--- config.mk ---
export PLATFORM = sky130hd
export DESIGN_NAME = tiered_latency_hysteresis_guard_core
export DESIGN_NICKNAME = d
export VERILOG_FILES = /design/src/hw/rtl/tlhg_pkg.sv /design/src/hw/rtl/tlhg_front.sv /design/src/hw/rtl/tlhg_queue.sv /design/src/hw/rtl/tlhg_back.sv /design/src/hw/rtl/tiered_latency_hysteresis_guard_core.sv
export SDC_FILE = /design/constraint.sdc
export NUM_CORES = 2
export LEC_CHECK = 0
export BUFFER_PORTS_ARGS = -buffer_cell sky130_fd_sc_hd__clkbuf_2
export CAP_MARGIN = 10
export CORE_ASPECT_RATIO = 2
export CORE_MARGIN = 2
export CORE_UTILIZATION = 25
export CTS_CLUSTER_DIAMETER = 30
export DETAILED_ROUTE_END_ITERATION = 6
export GPL_TIMING_DRIVEN = 1
export MAX_ROUTING_LAYER = met4
export PLACE_DENSITY = 0.35
export SYNTH_ARGS = -nofsm -noshare
export SYNTH_HDL_FRONTEND = slang
export SYNTH_SLANG_ARGS = --single-unit
--- constraint.sdc ---
create_clock -name clk -period 15 [get_ports clk]
set_input_delay 0.75 -clock clk [delete_from_list [all_inputs] [get_ports clk]]
set_output_delay 0.75 -clock clk [all_outputs]
set_load 0.005 [all_outputs]
--- src/hw/rtl/tlhg_pkg.sv ---
// Shared types and constants for the tiered latency hysteresis guard.
// Used by every module of the block; depends on nothing.

package tlhg_pkg;

  // Configuration port geometry.
  localparam int CFG_DATA_W = 32;
  localparam int CFG_ADDR_W = 3;
  localparam int SCALE_W    = 9;
  localparam int TIER_W     = 3;
  localparam int COUNT_W    = 32;
  localparam int SAMPLE_W   = 32;
  localparam int NUM_LEVELS = 4;

  // Register indexes on the configuration port.
  localparam logic [CFG_ADDR_W-1:0] REG_WARN     = 3'd0;
  localparam logic [CFG_ADDR_W-1:0] REG_THROTTLE = 3'd1;
  localparam logic [CFG_ADDR_W-1:0] REG_DROP     = 3'd2;
  localparam logic [CFG_ADDR_W-1:0] REG_BREAKER  = 3'd3;
  localparam logic [CFG_ADDR_W-1:0] REG_SCALE    = 3'd4;

  // Register reset values.
  localparam logic [CFG_DATA_W-1:0] RST_WARN     = 32'd1000;
  localparam logic [CFG_DATA_W-1:0] RST_THROTTLE = 32'd5000;
  localparam logic [CFG_DATA_W-1:0] RST_DROP     = 32'd10000;
  localparam logic [CFG_DATA_W-1:0] RST_BREAKER  = 32'd50000;
  localparam logic [SCALE_W-1:0]    RST_SCALE    = 9'd205;

  // Request operation codes.
  localparam logic OP_CHECK = 1'b0;
  localparam logic OP_CLEAR = 1'b1;

  // Tier codes.
  localparam logic [TIER_W-1:0] TIER_NORMAL   = 3'd0;
  localparam logic [TIER_W-1:0] TIER_WARN     = 3'd1;
  localparam logic [TIER_W-1:0] TIER_THROTTLE = 3'd2;
  localparam logic [TIER_W-1:0] TIER_DROP     = 3'd3;
  localparam logic [TIER_W-1:0] TIER_BREAKER  = 3'd4;

  // Depth of the queue between the front and back parts.
  localparam int Q_DEPTH = 4;
  localparam int Q_PTR_W = $clog2(Q_DEPTH);
  localparam int Q_CNT_W = $clog2(Q_DEPTH + 1);

  // A classified request as it travels from the front to the back part.
  // keep[i] is set when the sample is high enough to hold the tier of
  // thr[i] under the recovery scale, an unsigned fraction with 8 fraction bits.
  typedef struct packed {
    logic                  op;
    logic [TIER_W-1:0]     target;
    logic [NUM_LEVELS-1:0] keep;
  } tlhg_cmd_t;

endpackage

--- src/hw/rtl/tlhg_front.sv ---
// Front part of the latency guard: registers an incoming request and
// classifies it against the thresholds. Depends on tlhg_pkg.

module tlhg_front import tlhg_pkg::*; #(
  parameter int LAT_W = 32
) (
  input  logic                                clk,
  input  logic                                rst_n,
  input  logic                                in_valid,
  output logic                                in_ready,
  input  logic                                in_op,
  input  logic [LAT_W-1:0]                    in_lat,
  input  logic [NUM_LEVELS-1:0][LAT_W-1:0]    thr,
  input  logic [SCALE_W-1:0]                  scale,
  output logic                                q_valid,
  input  logic                                q_ready,
  output tlhg_cmd_t                           q_cmd
);

  localparam int PROD_W = LAT_W + SCALE_W;

  logic             s1_valid_r;
  logic             s1_valid_nxt;
  logic             s1_op_r;
  logic [LAT_W-1:0] s1_lat_r;
  logic             advance;
  logic             take;
  logic [PROD_W-1:0] lat_scaled;
  logic [NUM_LEVELS-1:0][PROD_W-1:0] level_scaled;

  assign advance  = s1_valid_r && q_ready;
  assign in_ready = !s1_valid_r || q_ready;
  assign take     = in_valid && in_ready;

  always_comb begin
    s1_valid_nxt = s1_valid_r;
    if (take) begin
      s1_valid_nxt = 1'b1;
    end else if (advance) begin
      s1_valid_nxt = 1'b0;
    end
  end

  always_ff @(posedge clk) begin
    if (!rst_n) begin
      s1_valid_r <= 1'b0;
    end else begin
      s1_valid_r <= s1_valid_nxt;
    end
  end

  always_ff @(posedge clk) begin
    if (take) begin
      s1_op_r  <= in_op;
      s1_lat_r <= in_lat;
    end
  end

  // One narrow multiply per level, all in parallel.
  assign lat_scaled = {1'b0, s1_lat_r, 8'b0};

  always_comb begin
    for (int i = 0; i < NUM_LEVELS; i++) begin
      level_scaled[i] = PROD_W'(thr[i]) * PROD_W'(scale);
    end
  end

  always_comb begin
    q_cmd.op = s1_op_r;
    if (s1_lat_r >= thr[3]) begin
      q_cmd.target = TIER_BREAKER;
    end else if (s1_lat_r >= thr[2]) begin
      q_cmd.target = TIER_DROP;
    end else if (s1_lat_r >= thr[1]) begin
      q_cmd.target = TIER_THROTTLE;
    end else if (s1_lat_r >= thr[0]) begin
      q_cmd.target = TIER_WARN;
    end else begin
      q_cmd.target = TIER_NORMAL;
    end
    for (int i = 0; i < NUM_LEVELS; i++) begin
      q_cmd.keep[i] = lat_scaled >= level_scaled[i];
    end
  end

  assign q_valid = s1_valid_r;

endmodule

--- src/hw/rtl/tlhg_queue.sv ---
// Short queue of classified requests between the front and back parts.
// Depends on tlhg_pkg for the entry type and depth.

module tlhg_queue import tlhg_pkg::*; (
  input  logic      clk,
  input  logic      rst_n,
  input  logic      push,
  input  tlhg_cmd_t push_cmd,
  output logic      not_full,
  input  logic      pop,
  output logic      not_empty,
  output tlhg_cmd_t head_cmd
);

  tlhg_cmd_t          mem [Q_DEPTH];
  logic [Q_PTR_W-1:0] wr_ptr_r;
  logic [Q_PTR_W-1:0] wr_ptr_nxt;
  logic [Q_PTR_W-1:0] rd_ptr_r;
  logic [Q_PTR_W-1:0] rd_ptr_nxt;
  logic [Q_CNT_W-1:0] count_r;
  logic [Q_CNT_W-1:0] count_nxt;
  logic               do_wr;
  logic               do_rd;

  assign not_full  = count_r != Q_CNT_W'(Q_DEPTH);
  assign not_empty = count_r != '0;
  assign do_wr     = push && not_full;
  assign do_rd     = pop && not_empty;
  assign head_cmd  = mem[rd_ptr_r];

  always_comb begin
    wr_ptr_nxt = do_wr ? wr_ptr_r + 1'b1 : wr_ptr_r;
    rd_ptr_nxt = do_rd ? rd_ptr_r + 1'b1 : rd_ptr_r;
    count_nxt  = count_r;
    if (do_wr && !do_rd) begin
      count_nxt = count_r + 1'b1;
    end else if (do_rd && !do_wr) begin
      count_nxt = count_r - 1'b1;
    end
  end

  always_ff @(posedge clk) begin
    if (!rst_n) begin
      wr_ptr_r <= '0;
      rd_ptr_r <= '0;
      count_r  <= '0;
    end else begin
      wr_ptr_r <= wr_ptr_nxt;
      rd_ptr_r <= rd_ptr_nxt;
      count_r  <= count_nxt;
    end
  end

  always_ff @(posedge clk) begin
    if (do_wr) begin
      mem[wr_ptr_r] <= push_cmd;
    end
  end

  // The fill count never passes the depth.
  a_count_bound: assert property (@(posedge clk) disable iff (!rst_n)
    count_r <= Q_CNT_W'(Q_DEPTH))
    else $error("queue count above depth");

  // A write without a read grows the fill count by exactly one.
  a_count_grow: assert property (@(posedge clk) disable iff (!rst_n)
    (do_wr && !do_rd) |=> count_r == $past(count_r) + 1'b1)
    else $error("queue count did not grow on write");

endmodule

--- src/hw/rtl/tlhg_back.sv ---
// Back part of the latency guard: holds the tier and the counters, applies
// recovery hysteresis and drives the result register. Depends on tlhg_pkg.

module tlhg_back import tlhg_pkg::*; (
  input  logic               clk,
  input  logic               rst_n,
  input  logic               q_valid,
  output logic               q_pop,
  input  tlhg_cmd_t          q_cmd,
  output logic               out_valid,
  input  logic               out_ready,
  output logic [TIER_W-1:0]  tier,
  output logic               escalated,
  output logic               recovered,
  output logic [COUNT_W-1:0] esc_total,
  output logic [COUNT_W-1:0] rec_total
);

  logic               out_valid_r;
  logic               out_valid_nxt;
  logic [TIER_W-1:0]  tier_r;
  logic [TIER_W-1:0]  tier_nxt;
  logic               esc_r;
  logic               esc_nxt;
  logic               rec_r;
  logic               rec_nxt;
  logic [COUNT_W-1:0] esc_cnt_r;
  logic [COUNT_W-1:0] esc_cnt_nxt;
  logic [COUNT_W-1:0] rec_cnt_r;
  logic [COUNT_W-1:0] rec_cnt_nxt;
  logic               take;
  logic               keep_cur;
  logic [TIER_W-1:0]  goal;

  assign take  = q_valid && (!out_valid_r || out_ready);
  assign q_pop = take;

  always_comb begin
    case (tier_r)
      TIER_WARN:     keep_cur = q_cmd.keep[0];
      TIER_THROTTLE: keep_cur = q_cmd.keep[1];
      TIER_DROP:     keep_cur = q_cmd.keep[2];
      TIER_BREAKER:  keep_cur = q_cmd.keep[3];
      default:       keep_cur = 1'b1;
    endcase
  end

  // A fall is held back while the sample still clears the scaled level.
  assign goal = (q_cmd.target < tier_r && keep_cur) ? tier_r : q_cmd.target;

  always_comb begin
    out_valid_nxt = out_valid_r;
    tier_nxt      = tier_r;
    esc_nxt       = esc_r;
    rec_nxt       = rec_r;
    esc_cnt_nxt   = esc_cnt_r;
    rec_cnt_nxt   = rec_cnt_r;
    if (take) begin
      out_valid_nxt = 1'b1;
      esc_nxt       = 1'b0;
      rec_nxt       = 1'b0;
      if (q_cmd.op == OP_CLEAR) begin
        tier_nxt = TIER_NORMAL;
      end else begin
        tier_nxt = goal;
        if (goal > tier_r) begin
          esc_nxt     = 1'b1;
          esc_cnt_nxt = esc_cnt_r + 1'b1;
        end else if (goal < tier_r) begin
          rec_nxt     = 1'b1;
          rec_cnt_nxt = rec_cnt_r + 1'b1;
        end
      end
    end else if (out_ready) begin
      out_valid_nxt = 1'b0;
    end
  end

  always_ff @(posedge clk) begin
    if (!rst_n) begin
      out_valid_r <= 1'b0;
      tier_r      <= TIER_NORMAL;
      esc_r       <= 1'b0;
      rec_r       <= 1'b0;
      esc_cnt_r   <= '0;
      rec_cnt_r   <= '0;
    end else begin
      out_valid_r <= out_valid_nxt;
      tier_r      <= tier_nxt;
      esc_r       <= esc_nxt;
      rec_r       <= rec_nxt;
      esc_cnt_r   <= esc_cnt_nxt;
      rec_cnt_r   <= rec_cnt_nxt;
    end
  end

  // Tier and counters change only with a new result, so they are the result.
  assign out_valid = out_valid_r;
  assign tier      = tier_r;
  assign escalated = esc_r;
  assign recovered = rec_r;
  assign esc_total = esc_cnt_r;
  assign rec_total = rec_cnt_r;

  // A result never both raises and lowers the tier.
  a_one_move: assert property (@(posedge clk) disable iff (!rst_n)
    out_valid_r |-> !(esc_r && rec_r))
    else $error("escalated and recovered both set");

  // The escalation count moves exactly when a result reports an escalation.
  a_esc_count: assert property (@(posedge clk) disable iff (!rst_n)
    take |=> (esc_cnt_r != $past(esc_cnt_r)) == esc_r)
    else $error("escalation count out of step with flag");

endmodule

--- src/hw/rtl/tiered_latency_hysteresis_guard_core.sv ---
// Top level of the tiered latency hysteresis guard: configuration registers
// and the front part, queue and back part. Depends on tlhg_pkg, tlhg_front,
// tlhg_queue and tlhg_back.
//
//  Channel   Direction  Payload
//  in_*      in         tuser: operation; tdata[31:0]: latency_sample
//  out_*     out        tdata: action_tier, escalated, recovered,
//                       escalation_total, recovery_total
//  cfg_*     in         write only: cfg_addr selects register, cfg_wdata value
//
// A request is accepted every cycle while the queue has room; it passes
// through the input register, loaded on the accepting edge, then the queue
// entry and then the result register. The sustained rate is one request per
// cycle while the output is not stalled, as the back part updates the tier
// for every request that it takes. rst_n is synchronous and
// active low; it empties the queue and restores the tier, counters and
// registers. A stalled output keeps its result while the front keeps filling
// the queue.

module tiered_latency_hysteresis_guard_core import tlhg_pkg::*; #(
  parameter int LATENCY_WIDTH = 32
) (
  input  logic                  clk,
  input  logic                  rst_n,
  // Request channel.
  input  logic                  in_tvalid,
  output logic                  in_tready,
  input  logic                  in_tuser,   // [0] operation
  input  logic [SAMPLE_W-1:0]   in_tdata,   // [31:0] latency_sample
  // Result channel.
  output logic                  out_tvalid,
  input  logic                  out_tready,
  // [2:0] action_tier, [3] escalated, [4] recovered,
  // [36:5] escalation_total, [68:37] recovery_total, [71:69] zero
  output logic [71:0]           out_tdata,
  // Configuration write port.
  input  logic                  cfg_wen,
  input  logic [CFG_ADDR_W-1:0] cfg_addr,
  input  logic [CFG_DATA_W-1:0] cfg_wdata
);

  // Samples and thresholds are taken modulo 2^LATENCY_WIDTH, but never
  // carry more than the 32 bits the ports bring in.
  localparam int LAT_W = (LATENCY_WIDTH < SAMPLE_W) ? LATENCY_WIDTH : SAMPLE_W;

  logic [NUM_LEVELS-1:0][LAT_W-1:0] thr_r;
  logic [NUM_LEVELS-1:0][LAT_W-1:0] thr_nxt;
  logic [SCALE_W-1:0]               scale_r;
  logic [SCALE_W-1:0]               scale_nxt;

  logic         f_valid;
  logic         q_not_full;
  logic         q_not_empty;
  logic         q_pop;
  tlhg_cmd_t    f_cmd;
  tlhg_cmd_t    head_cmd;

  logic [TIER_W-1:0]  tier;
  logic               escalated;
  logic               recovered;
  logic [COUNT_W-1:0] esc_total;
  logic [COUNT_W-1:0] rec_total;

  // Register decode; writes to indexes past the scale register are dropped.
  always_comb begin
    thr_nxt   = thr_r;
    scale_nxt = scale_r;
    if (cfg_wen) begin
      case (cfg_addr)
        REG_WARN:     thr_nxt[0] = cfg_wdata[LAT_W-1:0];
        REG_THROTTLE: thr_nxt[1] = cfg_wdata[LAT_W-1:0];
        REG_DROP:     thr_nxt[2] = cfg_wdata[LAT_W-1:0];
        REG_BREAKER:  thr_nxt[3] = cfg_wdata[LAT_W-1:0];
        REG_SCALE:    scale_nxt  = cfg_wdata[SCALE_W-1:0];
        default:      ;
      endcase
    end
  end

  always_ff @(posedge clk) begin
    if (!rst_n) begin
      thr_r[0] <= RST_WARN[LAT_W-1:0];
      thr_r[1] <= RST_THROTTLE[LAT_W-1:0];
      thr_r[2] <= RST_DROP[LAT_W-1:0];
      thr_r[3] <= RST_BREAKER[LAT_W-1:0];
      scale_r  <= RST_SCALE;
    end else begin
      thr_r   <= thr_nxt;
      scale_r <= scale_nxt;
    end
  end

  // The front registers each request and compares it against all levels.
  tlhg_front #(
    .LAT_W (LAT_W)
  ) u_front (
    .clk      (clk),
    .rst_n    (rst_n),
    .in_valid (in_tvalid),
    .in_ready (in_tready),
    .in_op    (in_tuser),
    .in_lat   (in_tdata[LAT_W-1:0]),
    .thr      (thr_r),
    .scale    (scale_r),
    .q_valid  (f_valid),
    .q_ready  (q_not_full),
    .q_cmd    (f_cmd)
  );

  tlhg_queue u_queue (
    .clk       (clk),
    .rst_n     (rst_n),
    .push      (f_valid),
    .push_cmd  (f_cmd),
    .not_full  (q_not_full),
    .pop       (q_pop),
    .not_empty (q_not_empty),
    .head_cmd  (head_cmd)
  );

  // The back applies hysteresis against the live tier and owns the result.
  tlhg_back u_back (
    .clk       (clk),
    .rst_n     (rst_n),
    .q_valid   (q_not_empty),
    .q_pop     (q_pop),
    .q_cmd     (head_cmd),
    .out_valid (out_tvalid),
    .out_ready (out_tready),
    .tier      (tier),
    .escalated (escalated),
    .recovered (recovered),
    .esc_total (esc_total),
    .rec_total (rec_total)
  );

  assign out_tdata = {3'b000, rec_total, esc_total, recovered, escalated, tier};

endmodule
== Yosys cells after proc, flatten, opt, wreduce, memory -nomap -nowiden ==
Memory sizes are Yosys's and may differ from the RTL's. A register that Yosys moved wholly into a read port is not among the register bits.
Cells that the tools add are included.

* Add/sub/neg operators: 6
* Multiply operators: 4
* $lt $le $gt $ge: 11
* Eq/ne operators: 9
* Mux-type cells: 22
* Bitwise operators: 2
* Reductions and logical operators: 25

{| class="wikitable"
|+ Operators with widths
! kind !! number
|-
| $ge A40 B41 Y1 || 4
|-
| $mul A32 B9 Y41 || 4
|-
| $ge A32 B32 Y1 || 4
|-
| $add A32 B1 Y32 const B || 2
|-
| $mux W3 || 7
|-
| $eq A3 B2 Y1 const B || 4
|-
| $mux W1 || 12
|-
| $reduce_and A2 Y1 || 5
|-
| $logic_and A1 B1 Y1 || 7
|-
| $eq A3 B1 Y1 const B || 2
|-
| $eq A3 B3 Y1 const B || 2
|-
| $lt A3 B3 Y1 || 2
|-
| $reduce_bool A2 Y1 || 3
|-
| $add A2 B1 Y2 const B || 2
|-
| $logic_not A1 Y1 || 4
|-
| $mux W2 || 2
|-
| $pmux W1 S4 || 1
|-
| $reduce_and A4 Y1 || 1
|-
| $add A3 B1 Y3 const B || 1
|-
| $gt A3 B3 Y1 || 1
|-
| $logic_not A3 Y1 || 1
|-
| $ne A3 B3 Y1 const B || 1
|-
| $reduce_and A3 Y1 || 1
|-
| $reduce_bool A3 Y1 || 1
|-
| other kinds (3) || 5
|}

* Register bits: 248
* Bits in writable memories: 32
* Input port bits: 73
* Output and inout bits: 74
* Word-level logic and storage cells: 97
* Memories kept: 1

{| class="wikitable"
|+ Memory list
! name !! words !! bits a word !! read ports !! clocked after Yosys merged registers in !! wr ports !! RTL line !! text
|-
| u_queue.mem || 4 || 8 || 1 || 1 || 1 || tlhg_queue.sv:15 || <nowiki>tlhg_cmd_t mem [Q_DEPTH];</nowiki>
|}

== Longest topological paths before layout ==
* Depth in word-level cells: 8
* Mapped depth: 32
* Depth with buffers taken out: 29

== Hierarchy ==
A second synthesis with hierarchy kept.

* Cells, all modules: 5840
* Area total of the unflattened synthesis: 52370.2 µm²

{| class="wikitable"
|+ By module, submodules not included
! module !! instances !! cells each !! area each (µm²) !! sequential area each (µm²)
|-
| tlhg_front || 1 || 4797 || 41825.1 || 1011.0
|-
| tiered_latency_hysteresis_guard_core || 1 || 508 || 5271.3 || 2742.6
|-
| tlhg_back || 1 || 445 || 3617.2 || 1401.3
|-
| tlhg_queue || 1 || 90 || 1656.6 || 1141.1
|}

== Worst setup path before layout ==
No wires, ideal clock.

* Kind: register to register
* Start: register scale_r[0]
* End: memory u_queue.mem[0][2] (netlist name) (data pin)
* Library setup time: 0.217 ns
* Arrival time: 6.904 ns
* Data required time: 14.783 ns
* Path slack: 7.879 ns
* Cell stages (with the launch flop): 30
* Buffers on the path: 3
* Period minus slack after synthesis: 7.121 ns
* Cell sequence: dfxtp_1 clkbuf_1 clkbuf_1 clkbuf_1 nand2_1 fa_1 inv_1 fa_1 inv_1 fa_1 fa_1 inv_1 ha_1 o21ai_0 o21ai_0 a2111o_1 a31oi_1 a311oi_1 o21ai_0 a21o_1 nand2_1 ha_1 nand4_1 or2_2 nor3_1 o21ai_0 o2111ai_1 a211oi_1 o21a_1 a211oi_1

{| class="wikitable"
|+ RTL lines
! what !! RTL line !! text
|-
| start, declared || tiered_latency_hysteresis_guard_core.sv:48 || <nowiki>logic [SCALE_W-1:0] scale_r;</nowiki>
|-
| start signal, assigned || tiered_latency_hysteresis_guard_core.sv:89 || <nowiki>scale_r <= scale_nxt;</nowiki>
|-
| end, declared || tlhg_queue.sv:15 ||
|}

==> run metrics <==
run status completed; most frequent CP cell fa_1; post-cts resize count 0; r2r setup slk ~5.3 ns; Synth cell types between 70 and 80; site row count approximately 240; Post-synth ARST share 0; Syn Area/Cell around 8.8 um^2; drt via density approximately 4.7; RSZ-0062 raised after global routing false; Total GRT Usage 0.206; Final HPWL DP about 160000 um; Synth-to-Final Area Change 12.7%; clock root cell clkbuf_16; largest net degree at the start of global routing between 70 and 80; static leakage roughly 28 nW; deepest clock path buffer count 3; Num CTS Buffers 82; PD cells 86.8 nW/um^2; Worst Path Arrival around 10 ns; Die Y about 650 um; DRT Pass-1 Iters 5; clk_lat worst skew 0.68 ns; WS Path Type flop to flop; cell area after layout around 58000 um^2; final total negative setup slack 0 ns; post-cts hold buffer count 0; most frequent cells in the layout nand2_1, fa_1, inv_1; Tmin final 9.68 ns; final period utilization 0.646; Hold Path Class input port to flop; I/O pin cnt between 100 and 150; Slew Limit Headroom 0.284; Setup Skew a little under 0.04 ns; Routed WL about 210000 um; critical path's largest stage delay a little over 0.6 ns; Cell Area, Synth ~52000 um^2; YS warnings 0; Peak VDD IR approximately 0.00010 V; Worst EP required 15.35 ns; H-tree levels 3; die width 325 um; Clock Sink Count between 200 and 300; Final Hold Viols 0; actual slew at the worst max-slew pin 1.07 ns; CTS tree done; nets 7272; grt ovf 0; Startpoint Class flop; number of port buffers roughly 140; share of cells above drive strength 1 0.0697; Starting Density 0.252; Placed Area 55100 um^2; slowest CP cell buf_4; Worst Path Buf+Inv 5; WL per Instance about 24 um; initial antenna violation count 11; first-pass GRT wire length around 310000 um; max_cap viols 0; element type at the critical path end flop; CP max FO 40; DRC viols 0; die area about 210000 um^2; FF+latch count, synth between 200 and 300; top_reg_cell synth dfxtp_1; crit-path leading delay family compound AO/OA/AOI/OAI gates; register area share after synthesis 0.122; cells after synthesis ~5900; GP Congestion 0.842; Vias between 40000 and 50000; core area 205000 um^2; Post-synth EDFFs between 60 and 70; Final Max Slew Viols 0; Antenna Nets Post-Route 0; Achievable Freq 0.103 GHz; Post-CTS Repair Setup Buffers 0; Final setup violation count 0; # fillers 22075; 1st-iter DRT viols roughly 1900; vias in the first global route 45581; CTS clk-pin slew, worst paths 0.05 ns
final timing paths:
path,endpoint,from,cells past startpoint
worst max-delay path,u_queue.mem[1][2]$_DFFE_PP_,scale_r[3]$_SDFFE_PN1P_,28
worst min-delay path,u_front.s1_lat_r[15]$_DFFE_PP_,in_tdata[15],1
worst max register to register,u_queue.mem[1][2]$_DFFE_PP_,scale_r[3]$_SDFFE_PN1P_,28
worst min register to register,thr_r[61]$_SDFFE_PN0P_,thr_r[61]$_SDFFE_PN0P_,2
registers in the layout, summed over array words and instances, names as in the netlist, named ones only:
| register | flops |
|---|---|
| u_front.s1_op_r | 1 |
| u_front.q_valid | 1 |
| u_back.esc_total | 32 |
| u_queue.count_r | 3 |
| u_back.out_valid | 1 |
| u_queue.mem | 32 |
| scale_r | 9 |
| u_back.recovered | 1 |
| u_front.s1_lat_r | 32 |
| u_back.rec_total | 32 |
| u_queue.wr_ptr_r | 2 |
| u_back.tier | 3 |
| thr_r | 128 |
| u_queue.rd_ptr_r | 2 |
| u_back.escalated | 1 |
final cells by class:
class	instances	area (um^2)	share of cell area
sequential	282	6330	0.109
antenna	9	22.5	0.000388
multi-input combinational	4407	40900	0.704
inverter	844	3170	0.0545
tap	2725	3410	0.0587
timing repair buffer	226	1350	0.0232
clock buffer	105	2230	0.0384
clock inverter	47	706	0.0121
worst register-to-register path, delay by kind of cell (launching register included):
family / cells / cell delay [ns]
compound gates: 12 / 3.21
fa+ha+maj: 6 / 2.56
buf+inv: 5 / 1.89
simple gates: 5 / 1.17
flops: 1 / 0.60
cells in the mapped netlist, drive strengths merged (6+ instances only):
cell | n | area, um^2
a211o | 9 | 78.8
a211oi | 28 | 210
a21boi | 140 | 1050
a21o | 130 | 976
a21oi | 191 | 956
a221oi | 6 | 58.8
a31oi | 29 | 188
a41oi | 6 | 60.1
and2 | 747 | 4670
and3 | 26 | 163
and4 | 6 | 52.6
buf | 21 | 109
clkbuf | 304 | 1140
dfxtp | 217 | 4340
edfxtp | 65 | 1950
fa | 845 | 16900
ha | 511 | 6390
inv | 844 | 3170
mux2i | 7 | 70.1
mux4 | 8 | 180
nand2 | 845 | 3170
nand2b | 39 | 246
nand3 | 66 | 330
nand4 | 57 | 357
nor2 | 91 | 342
nor2b | 25 | 156
nor3 | 57 | 297
nor4 | 13 | 81.3
o2111ai | 8 | 70.1
o211ai | 32 | 240
o21a | 17 | 128
o21ai | 143 | 723
o21bai | 26 | 195
o22ai | 7 | 43.8
o31ai | 10 | 75.1
or2 | 9 | 56.3
or3 | 33 | 206
xnor2 | 95 | 832
xor2 | 73 | 639
metal layers:
layer / global-route usage / vias up / part of all wire
li1: - / 18596 / -
met1: 0.208 / 20970 / 0.36
met2: 0.409 / 752 / 0.57
met3: 0.0184 / 255 / 0.025
met4: 0.0690 / 0 / 0.039
met5: - / - / 0
metrics by stage:
stage          worst slack (ns)  hold slack (ns)  utilization  total power, mW  cells
2_1_floorplan              7.88            0.442            -             2.48   5858
6_report                   5.32            0.240        0.283             5.04   8645
3_3_place_gp               5.38            0.454        0.269             3.24   8484
5_1_grt                    4.77            0.203        0.283             5.44   8644
3_5_place_dp               5.23            0.459        0.269             3.24   8484
4_1_cts                    5.22            0.184        0.283             5.14   8636
cells by family after synthesis:
| family | synth area share |
|---|---|
| xor gates and xnor gates | 0.0285 |
| AOI/OAI and AO/OA | 0.107 |
| muxes | 0.00485 |
| buffers and inverters | 0.0857 |
| and+or+nand+nor | 0.199 |
| adders and majority gates | 0.452 |
| other | 0.0000727 |
| DFF | 0.122 |
report_power, final:
| group | switching, mW | total [mW] | leakage [nW] | internal, mW |
|---|---|---|---|---|
| sequential | 0.0743 | 0.893 | 2.37 | 0.819 |
| clock | 0.584 | 1.85 | 1.42 | 1.26 |
| combinational | 1.36 | 2.30 | 23.9 | 0.936 |
Note: power is estimated with default switching activity, not from simulation.
